## config.mk

```make
export PLATFORM = sky130hd
export DESIGN_NAME = lcs_oc_front
export DESIGN_NICKNAME = d
export VERILOG_FILES = /design/src/lcs_oc_pkg.sv /design/src/lcs_oc_front.sv
export SDC_FILE = /design/constraint.sdc
export NUM_CORES = 1
export LEC_CHECK = 0
export ABC_AREA = 0
export CAP_MARGIN = 30
export CORE_AREA = 10 10 47 49
export CTS_CLUSTER_SIZE = 14
export DETAILED_ROUTE_END_ITERATION = 12
export DIE_AREA = 0 0 57 59
export DONT_BUFFER_PORTS = 1
export GPL_TIMING_DRIVEN = 1
export HOLD_SLACK_MARGIN = 0.1
export PLACE_DENSITY = 0.61
export REMOVE_ABC_BUFFERS = 1
export SLEW_MARGIN = 15
export SYNTH_ARGS = -nofsm -noshare
export SYNTH_HDL_FRONTEND = slang
export SYNTH_SLANG_ARGS = --single-unit
```

## constraint.sdc

```tcl
create_clock -name clk -period 2 [get_ports clk]
set_input_delay 0.1 -clock clk [delete_from_list [all_inputs] [get_ports clk]]
set_output_delay 0.1 -clock clk [all_outputs]
set_load 0.02 [all_outputs]
```

## src/lcs_oc_pkg.sv

```systemverilog
`default_nettype none
package lcs_oc_pkg;

  localparam int MAX_LEN   = 32;
  localparam int JOB_BITS  = 8;
  localparam int IDX_W     = $clog2(MAX_LEN);
  localparam int LEN_W     = $clog2(MAX_LEN + 1);
  localparam int TAB_DEPTH = MAX_LEN * MAX_LEN;
  localparam int TAB_AW    = $clog2(TAB_DEPTH);
  localparam int CLEN_W    = 6;
  localparam int CLEN_MAX  = 63;
  localparam int Q_DEPTH   = 2;
  localparam int Q_PTR_W   = 1;
  localparam int Q_CNT_W   = 2;

  typedef struct packed {
    logic [JOB_BITS-1:0] job_a;
    logic [JOB_BITS-1:0] job_b;
    logic                keep;
    logic                last;
    logic [IDX_W-1:0]    index;
    logic [LEN_W-1:0]    n;
    logic                ovf;
  } entry_t;

endpackage
`default_nettype wire

```

## src/lcs_oc_front.sv

```systemverilog
`default_nettype none
module lcs_oc_front (
  input  wire logic                             clk,
  input  wire logic                             rst,
  input  wire logic                             start,
  output      logic                             busy,
  input  wire logic [lcs_oc_pkg::JOB_BITS-1:0]  job_a,
  input  wire logic [lcs_oc_pkg::JOB_BITS-1:0]  job_b,
  input  wire logic                             last_pair,
  input  wire logic                             full,
  output      logic                             push,
  output      lcs_oc_pkg::entry_t               entry
);

  logic [lcs_oc_pkg::LEN_W-1:0] count;
  logic                         ovf;
  logic                         keep;

  assign busy = full;
  assign push = start && !busy;
  assign keep = count < lcs_oc_pkg::LEN_W'(lcs_oc_pkg::MAX_LEN);

  always_comb begin
    entry.job_a = job_a;
    entry.job_b = job_b;
    entry.keep  = keep;
    entry.last  = last_pair;
    entry.index = count[lcs_oc_pkg::IDX_W-1:0];
    entry.n     = keep ? count + lcs_oc_pkg::LEN_W'(1) : count;
    entry.ovf   = ovf || !keep;
  end

  always_ff @(posedge clk) begin
    if (rst) begin
      count <= '0;
      ovf   <= 1'b0;
    end else if (push) begin
      if (last_pair) begin
        count <= '0;
        ovf   <= 1'b0;
      end else begin
        count <= entry.n;
        ovf   <= entry.ovf;
      end
    end
  end

endmodule
`default_nettype wire

```

# Word level (Yosys, flattened, before mapping)
# Cells that the tools add are included.
classes:
  n_addsub: 1
  magnitude_cmp: 1
  mux: 3
  reduce_logical: 4
op_table:
  columns: ["operator", "count"]
  rows:
  - ["$mux W6", 2]
  - ["$add A6 B1 Y6 const B", 1]
  - ["$lt A6 B6 Y1 const B", 1]
  - ["$logic_not A1 Y1", 2]
  - ["$logic_and A1 B1 Y1", 1]
  - ["$logic_or A1 B1 Y1", 1]
  - ["$mux W1", 1]
word_totals:
  regBits: 7
  inputBits: 21
  out_inout_bits: 32
  word_cells: 11

# Depth between registers and ports, before layout
depth:
  word_depth: 4
  depth_mapped: 4
  ltp_nobuf: 4

# Worst setup path before layout
# Ideal clock, no wire load.
synth_path:
  path_kind: "flip-flop to flip-flop"
  from: "reg count[0] (netlist name)"
  to: "reg count[4] (netlist name)"
  setup_ns: 0.074
  arrival_time_ns: 1.271
  required_time_ns: 1.926
  setup_slack_ns: 0.655
  path_stages_with_launch: 5
  path_buffers: 0
  period_less_slack_ns: 1.345
  cell_sequence: "dfxtp_1 ha_1 nand4b_1 or4_1 a31oi_1"
synth_via:
  elab_chain_len: 3
  elab_cells_between_ends: 4
  classes_between: "add/sub: 1; order compare: 1; mux: 2"
synth_rtl:
  columns: ["element", "line_no", "text"]
  rows:
  - ["start: declaration", "lcs_oc_front.sv:15", "logic [lcs_oc_pkg::LEN_W-1:0] count;"]
  - ["start signal: assignment", "lcs_oc_front.sv:42", "count <= entry.n;"]
  - ["$add A6 B1 Y6 / $lt A6 B6 Y1 (equally long branches)", "lcs_oc_front.sv:29, lcs_oc_front.sv:21", null]
  - ["$mux W6 *", "lcs_oc_front.sv:29", "entry.n = keep ? count + lcs_oc_pkg::LEN_W'(1) : count;"]
  - ["$mux W6 *", "lcs_oc_front.sv:38", "if (last_pair) begin"]
# Every way passes the cells marked *; elsewhere a longest branch is shown, timed or not.
# A chain may end at the register's enable or synchronous reset.

==> run metrics <==
Diodes inserted=0; first-pass GRT wire length=2300 µm; CTS resizes=0; port buffer count=0; sequential fraction of the synthesis area=0.240; antenna violations before repair=0; final worst path period share=0.902; final hold slack=0.113 ns; vias in the first global route=473; power per cell area=597 nW/µm²; clock buffer count from CTS=3; status=complete, no violations; drt via density=5.71; Worst Setup Path Type=reg2reg; Setup Viol. Count Final=0; Clock Skew=0.00187 ns; I/O Pins=53; cell count after synthesis=70; Slew headroom=0.661; Synth Register Bits=7; CTS max path bufs=2; synthesized cell area=583 µm²; DRT Pass-1 Iters=4; Worst Path Buf+Inv=1; Post-CTS Setup Inserts=0; Fill cells=166; CTS root buf=clkbuf_4; Yosys Warn Count=0; total number of vias=417; 1st-iter DRT viols=5; fin nets=80; worst min path class=in2reg; Critical-path top delay cell=dlygate4sd3_1; MaxCap Viol Count=0; Starting Density=0.416; H-tree depth=1; Worst VDD drop=0.291 mV; required time worst endpoint=2.20 ns; largest net degree at the start of global routing=13; worst-path maximum fanout=8; Clock Sinks=7; GRT Util Overall=0.0898; layout cell share with drive strength beyond 1=0.211; Synth-to-Final Area Change=-12.7%; core area=1400 µm²; cell row count=14; DRT Wirelength=1540 µm; total negative setup slack=0 ns; Critical Path Start Type=flop; DR WL/cell=21.1 µm; Die Span Y=59 µm; Final Hold Viols=0; Worst path max stage delay=0.56 ns; fin. max-slew vios=0; Overall Power=0.304 mW; Die X=57 µm; Worst-path clk slew=0.05 ns; maximum clock frequency=554 MHz; drc violations=0; Leakage=0.200 nW; mean post-synth cell area=8.33 µm²; CTS tree=done; die area=3360 µm²; CP Data Arrival Time=2.01 ns; RSZ-0062 raised after global routing=no; Slew @ Worst Pin=0.504 ns; post-synth cell types=26; Final ANT Viol Nets=0; worst-path cell chain=or2_2 -> or3b_1 -> a21oi_1 -> dlygate4sd3_1; Skew-Pair Late Insertion Delay=0.26 ns; GPL Wtd Cong=0.752; cell family with most CP delay=simple AND/OR/NAND/NOR gates; fin crit period=1.80 ns; Setup crit end kind=flop; grt ovf=0; HPWL Detailed=1130 µm; final core occ=0.363; reg2reg setup slack=0.20 ns
## state kept, by name, indices dropped and copies added (netlist names)
name,cells
count,6
ovf,1
## where the power goes
part | leakage, nW | switching, mW | internal (mW) | total (mW)
clock network | 0.0150 | 0.0582 | 0.0765 | 0.135
registers | 0.0565 | 0.00152 | 0.141 | 0.142
logic | 0.129 | 0.0168 | 0.0105 | 0.0272
## cells by family (layout without fill, tap and decap cells)
kind of cell | after synthesis | after routing | share of synthesized area
mux | 1 | 1 | 0.0193
buf+inv | 29 | 16 | 0.354
flops | 7 | 7 | 0.240
simple gates | 20 | 20 | 0.208
fa+ha+maj | 1 | 1 | 0.0215
xor+xnor | 4 | 4 | 0.0601
compound gates | 8 | 8 | 0.0965
## layout make-up
type / count / area (µm²) / area share
clock buffer: 4 / 26.3 / 0.0516
multi-input combinational: 34 / 236 / 0.464
tap: 16 / 20.0 / 0.0393
timing repair buffer: 9 / 75.1 / 0.147
inverter: 3 / 11.3 / 0.0221
sequential: 7 / 140 / 0.275
## path summary, 6_finish.rpt
| check | startpoint | to | depth (start not counted) |
|---|---|---|---|
| setup / recovery | count[5]$_SDFFE_PP0P_ | ovf$_SDFFE_PP0P_ | 4 |
| setup reg to reg | count[5]$_SDFFE_PP0P_ | ovf$_SDFFE_PP0P_ | 4 |
| hold / removal | rst | count[2]$_SDFFE_PP0P_ | 2 |
| hold reg to reg | count[4]$_SDFFE_PP0P_ | count[4]$_SDFFE_PP0P_ | 2 |
## cell usage after synthesis
cell / n / area share
ha_1: 1 / 0.021
a32o_1: 1 / 0.017
or2_2: 1 / 0.011
dfxtp_1: 7 / 0.24
and3_1: 1 / 0.011
nand2b_1: 2 / 0.021
nand4b_1: 2 / 0.030
nor3b_1: 1 / 0.013
inv_1: 3 / 0.019
or4_1: 2 / 0.026
or3b_1: 1 / 0.015
nand3_1: 1 / 0.0086
buf_6: 1 / 0.019
a31oi_1: 2 / 0.021
nand3b_1: 2 / 0.026
xnor2_1: 4 / 0.060
clkbuf_1: 1 / 0.0064
mux2_2: 1 / 0.019
a21o_2: 1 / 0.015
a22oi_1: 2 / 0.026
nor2_1: 2 / 0.013
nor3_1: 1 / 0.0086
nand2_1: 4 / 0.026
o21ai_0: 1 / 0.0086
buf_4: 24 / 0.31
a21oi_1: 1 / 0.0086
## timing repair
action	in CTS	in global routing
endpoints found under the hold margin	7	0
endpoints found under the setup margin	0	0
hold buffers	3	0
## cell usage in the layout, fill, tap and decap left out, drive strengths merged
cell type / n
clkbuf: 4
or2: 1
xnor2: 4
nor2: 2
a22oi: 2
buf: 6
a21o: 1
mux2: 1
and3: 1
nor3: 1
or4: 2
a32o: 1
a21oi: 1
nand2b: 2
o21ai: 1
dlygate4sd3: 3
inv: 3
ha: 1
nor3b: 1
dfxtp: 7
a31oi: 2
nand2: 4
nand3b: 2
nand3: 1
nand4b: 2
or3b: 1
## per-layer routing
metal	vias to the layer above	GRT usage	part of all wire
met5	-	0.0635	0
met4	0	0.0403	0.015
met3	4	0.114	0.21
met2	41	0.124	0.42
met1	186	0.0700	0.35
li1	186	-	-
## metrics by stage
stage | instance area, µm² | worst slack [ns] | std cells
finish | 509 | 0.196 | 73
detailed placement | 453 | 0.414 | 66
global placement | 453 | 0.471 | 66
floorplan | 388 | 0.500 | 44
CTS | 509 | 0.209 | 73
global route | 509 | 0.115 | 73
Power figures use the tool's default switching activity.
