<file path="src/lcs_oc_pkg.sv">
`default_nettype none
package lcs_oc_pkg;

  localparam int MAX_LEN   = 32;
  localparam int JOB_BITS  = 8;
  localparam int IDX_W     = $clog2(MAX_LEN);
  localparam int LEN_W     = $clog2(MAX_LEN + 1);
  localparam int TAB_DEPTH = MAX_LEN * MAX_LEN;
  localparam int TAB_AW    = $clog2(TAB_DEPTH);
  localparam int CLEN_W    = 6;
  localparam int CLEN_MAX  = 63;
  localparam int Q_DEPTH   = 2;
  localparam int Q_PTR_W   = 1;
  localparam int Q_CNT_W   = 2;

  typedef struct packed {
    logic [JOB_BITS-1:0] job_a;
    logic [JOB_BITS-1:0] job_b;
    logic                keep;
    logic                last;
    logic [IDX_W-1:0]    index;
    logic [LEN_W-1:0]    n;
    logic                ovf;
  } entry_t;

endpackage
`default_nettype wire

</file>
<file path="src/lcs_oc_queue.sv">
`default_nettype none
module lcs_oc_queue (
  input  wire logic               clk,
  input  wire logic               rst,
  input  wire logic               push,
  input  wire lcs_oc_pkg::entry_t wr_entry,
  output      logic               full,
  input  wire logic               pop,
  output      logic               empty,
  output      lcs_oc_pkg::entry_t head
);

  lcs_oc_pkg::entry_t             slots [lcs_oc_pkg::Q_DEPTH];
  logic [lcs_oc_pkg::Q_PTR_W-1:0] wr_ptr;
  logic [lcs_oc_pkg::Q_PTR_W-1:0] rd_ptr;
  logic [lcs_oc_pkg::Q_CNT_W-1:0] fill;

  assign full  = fill == lcs_oc_pkg::Q_CNT_W'(lcs_oc_pkg::Q_DEPTH);
  assign empty = fill == '0;
  assign head  = slots[rd_ptr];

  always_ff @(posedge clk) begin
    if (push && !full) begin
      slots[wr_ptr] <= wr_entry;
    end
  end

  always_ff @(posedge clk) begin
    if (rst) begin
      wr_ptr <= '0;
      rd_ptr <= '0;
      fill   <= '0;
    end else begin
      if (push && !full) begin
        wr_ptr <= wr_ptr + lcs_oc_pkg::Q_PTR_W'(1);
      end
      if (pop && !empty) begin
        rd_ptr <= rd_ptr + lcs_oc_pkg::Q_PTR_W'(1);
      end
      fill <= fill + lcs_oc_pkg::Q_CNT_W'(push && !full) - lcs_oc_pkg::Q_CNT_W'(pop && !empty);
    end
  end

endmodule
`default_nettype wire

</file>
<file path="config.mk">
export PLATFORM = sky130hd
export DESIGN_NAME = lcs_oc_queue
export DESIGN_NICKNAME = d
export VERILOG_FILES = /design/src/lcs_oc_pkg.sv /design/src/lcs_oc_queue.sv
export SDC_FILE = /design/constraint.sdc
export NUM_CORES = 1
export LEC_CHECK = 0
export ABC_AREA = 0
export BUFFER_PORTS_ARGS = -buffer_cell sky130_fd_sc_hd__clkbuf_2
export CAP_MARGIN = 10
export CORE_ASPECT_RATIO = 0.5
export CORE_UTILIZATION = 38
export CTS_CLUSTER_SIZE = 16
export DETAILED_ROUTE_END_ITERATION = 10
export SLEW_MARGIN = 20
export SYNTH_ARGS = -nofsm -noshare
export SYNTH_HDL_FRONTEND = slang
export SYNTH_SLANG_ARGS = --single-unit
</file>
<file path="constraint.sdc">
create_clock -name clk -period 4.33 [get_ports clk]
set_input_delay 1.0825 -clock clk [delete_from_list [all_inputs] [get_ports clk]]
set_output_delay 1.0825 -clock clk [all_outputs]
set_load 0.02 [all_outputs]
</file>
# ---- After elaboration in Yosys (flattened, before gate mapping)
# Memories as Yosys holds them, arrays and structs flattened. A register that Yosys moved wholly into a read port is not among the register bits.
# Cells that the tools add are included.
# Widths: inputs -> output; s select.
dict set report word_totals {
  regBits 4
  ramBits 60
  inputBits 34
  out_inout_bits 32
  word_cells 18
  n_memories 1
}
# name depth word_bits read_ports rd_clocked_by_memory_dff wr line_no
set mem_list {}
lappend mem_list {slots 2 30 1 1 1 lcs_oc_queue.sv:13} ;# lcs_oc_pkg::entry_t slots [lcs_oc_pkg::Q_DEPTH];
dict set report op_classes {
  n_addsub 4
  eq_ne 1
  n_mux 4
  reduce_logical 5
}
# op count
set ops {}
lappend ops {{$mux 1} 4}
lappend ops {{$add 1x1->1 const B} 2}
lappend ops {{$add 2x1->2} 1}
lappend ops {{$eq 2x2->1 const B} 1}
lappend ops {{$logic_and 1x1->1} 2}
lappend ops {{$logic_not 1->1} 2}
lappend ops {{$logic_not 2->1} 1}
lappend ops {{$sub 2x1->2} 1}

# ---- Longest topological paths before layout
dict set report logic_depth {
  word_depth 5
  depth_mapped 8
}

# ---- Worst setup path after synthesis
# No wires, ideal clock.
dict set report synth_timing {
  path_type {in2reg}
  from {input port push}
  to {memory slots[0][0] (netlist bit) (enable)}
  arrival_time_ns 2.073
  required_ns 3.945
  setup_slack_ns 1.872
  cell_stages 3
  n_path_buf 0
  cell_sequence {inv_1 or3_1 inv_1}
}
dict set report synth_via {
  elab_chain_len 3
}
# element line_no
set synth_lines {}
lappend synth_lines {{start: declaration} lcs_oc_queue.sv:5} ;# input wire logic push,
lappend synth_lines {{$logic_and 1x1->1} lcs_oc_queue.sv:23} ;# if (push && !full) begin
lappend synth_lines {{$mux 1} lcs_oc_queue.sv:23}
lappend synth_lines {{$mux 1 (implied by the code)} lcs_oc_queue.sv:24} ;# slots[wr_ptr] <= wr_entry;
lappend synth_lines {{end: declaration} lcs_oc_queue.sv:13}
# Every way passes these cells.

==> results.sh <==
export IMPL_ctsResizeCount=0
export IMPL_synth_fp_nets=156
export IMPL_grt_util_all_layers_pct=12.5
export IMPL_tightest_slew_ns=0.798
export IMPL_core_area_um2=5750
export IMPL_fmax_mhz=328
export IMPL_max_stage_delay_ns=0.74
export IMPL_die_area_um2=6630
export IMPL_min_from="wr_ptr"
export IMPL_grt_ovfl_total=0
export IMPL_ir_drop_v=0.000358
export IMPL_cp_end_kind="primary output"
export IMPL_initial_core_util_pct=41.5
export IMPL_synth_seq_area_share_pct=79.6
export IMPL_r2r_start="fill[0]"
export IMPL_hold_path_class="flop to flop"
export IMPL_crit_type="flop to primary output"
export IMPL_min_to="wr_ptr"
export IMPL_root_buffer="clkbuf_16"
export IMPL_fin_skew_ns=0.00415
export IMPL_slew_violations=0
export IMPL_synth_seq_cells=65
export IMPL_r2r_setup_slack_ns=2.22
export IMPL_hold_viol=0
export IMPL_syn_instance_count=120
export IMPL_cts_setup_buffers=0
export IMPL_syn_avg_cell_area_um2=19.9
export IMPL_place_hpwl_um=2590
export IMPL_antenna_found_initial=0
export IMPL_rsz0062_at_grt="no"
export IMPL_relSlewSlack_pct=46.8
export IMPL_synth_cell_type_count=20
export IMPL_critPathSlowestCell="dfxtp_1"
export IMPL_crit_path_max_fanout=17
export IMPL_layout_common_cells="clkbuf_2 (65), edfxtp_1 (60), mux2_2 (30)"
export IMPL_hold_slack_ns=0.496
export IMPL_cts_sinks=65
export IMPL_ff2ff_path_depth=5
export IMPL_period_share_pct=70.3
export IMPL_antenna_cells=0
export IMPL_finalSetupViolations=0
export IMPL_crit_chain="buf_4 -> mux2_2 -> clkbuf_2"
export IMPL_dieHeight_um=58.1
export IMPL_clk_path_buf_depth=2
export IMPL_timing_rr_end="slots[0][6]"
export IMPL_syn_to_final_growth_pct=30.4
export IMPL_clkLatencyLatePin_ns=0.31
export IMPL_syn_cell_area_um2=2390
export IMPL_drtIter0Drc=39
export IMPL_num_vias=1255
export IMPL_rows=19
export IMPL_grt_pass1_wl_um=5920
export IMPL_wirelength_um=3730
export IMPL_power_density_nw_per_um2=664
export IMPL_hold_depth=2
export IMPL_timing_setup_tns_ns=0
export IMPL_worst_setup_path_start_kind="flop"
export IMPL_final_util_pct=54.2
export IMPL_num_fill_cells=498
export IMPL_status="finished, final reports clean"
export IMPL_cts_tree="done"
export IMPL_arrival_ns=1.96
export IMPL_routabilityCongestion=0.728
export IMPL_final_nets=231
export IMPL_cts_max_level=3
export IMPL_antenna_left=0
export IMPL_ys_warnings_count=0
export IMPL_die_w_um=114
export IMPL_cts_hold_buffers_added=0
export IMPL_drv_cap=0
export IMPL_final_common_cell="clkbuf_2"
export IMPL_cp_required_ns=3.25
export IMPL_total_power_w=0.00207
export IMPL_grt_pass1_vias=1300
export IMPL_vias_per_cell=4.42
export IMPL_drive_above_1_share_pct=58.0
export IMPL_leakagePower_nw=1.22
export IMPL_cts_buffers=9
export IMPL_io_buffers=65
export IMPL_io_pins=66
export IMPL_grt_max_degree=31
export IMPL_firstDrtPassIters=6
export IMPL_clk_pin_slew_ns=0.05
export IMPL_post_route_min_period_ns=3.05
export IMPL_post_drt_wl_per_cell_um=13.1
export IMPL_drc=0
worst max-delay path, delay by kind of cell, from the launching register on:
family   cells  cell delay (ns)
flops        1             0.74
mux          1             0.37
buf+inv      2             0.52
cell usage after synthesis, drive strengths merged:
cell     n  share of area (%)
nor2     4               0.63
and3     1               0.31
dfxtp    5                4.2
and2     1               0.26
nand2    1               0.16
mux2    30                 14
xnor2    1               0.37
xor2     1               0.37
ha       2                1.0
nand2b   1               0.37
inv      4               0.63
o21ai    1               0.21
nor2b    1               0.26
edfxtp  60                 75
or3      1               0.26
nor3     1               0.21
o21a     1               0.31
buf      3               0.63
a21oi    1               0.21
per-stage QoR:
step	area [um2]	std cells	worst slack, ns
final	3120	284	1.28
after global routing	3120	284	1.16
after CTS	3120	284	1.24
after detailed placement	2820	268	1.44
after global placement	2820	268	1.46
after floorplan	2390	120	1.87
layer usage:
| layer | part of all wire (%) | GRT usage (%) | vias to the layer above |
|---|---|---|---|
| li1 | - | - | 613 |
| met1 | 41 | 13.8 | 611 |
| met2 | 53 | 21.3 | 29 |
| met3 | 5.4 | 5.13 | 2 |
| met4 | 0.72 | 6.68 | 0 |
| met5 | 0 | 0 | - |
sequential cells by signal, summed over array words and instances, names as in the netlist, named ones only:
name / cells
wr_ptr: 1
slots: 60
rd_ptr: 1
fill: 2
worst max path at each step:
stage / start / end / slack, ns / cells after the start
after global routing: flop / head[9] / 1.16 / 3
final: flop / head[11] / 1.28 / 3
after CTS: flop / head[11] / 1.24 / 3
after floorplan: push / slots[0][0] / 1.87 / 3
after detailed placement: push / slots[0][15] / 1.44 / 5
after global placement: push / slots[0][10] / 1.46 / 5
layout make-up:
| class | instances | area [um2] | share of cell area [%] |
|---|---|---|---|
| Timing Repair Buffer | 67 | 340 | 10.9 |
| Clock inverter | 7 | 71.3 | 2.29 |
| Inverter | 4 | 15.0 | 0.482 |
| Sequential cell | 65 | 1900 | 61.0 |
| Tap cell | 84 | 105 | 3.37 |
| Clock buffer | 9 | 225 | 7.23 |
| Multi-Input combinational cell | 48 | 457 | 14.7 |
logic make-up after synthesis:
logic type	after synthesis	share of synthesized area [%]
DFF	65	79.6
buffers and inverters	7	1.26
and+or+nand+nor	11	2.46
adders and majority gates	2	1.05
muxes	30	14.1
AOI/OAI and AO/OA	3	0.733
xor gates and xnor gates	2	0.734
power breakdown:
part,switching [W],internal (W),leakage (nW)
Combinational,0.000309,0.000219,0.472
Clock,0.000246,0.000444,0.149
Sequential,0.0000468,0.000804,0.602
Total,0.000602,0.00147,1.22
Power figures use the tool's default switching activity.
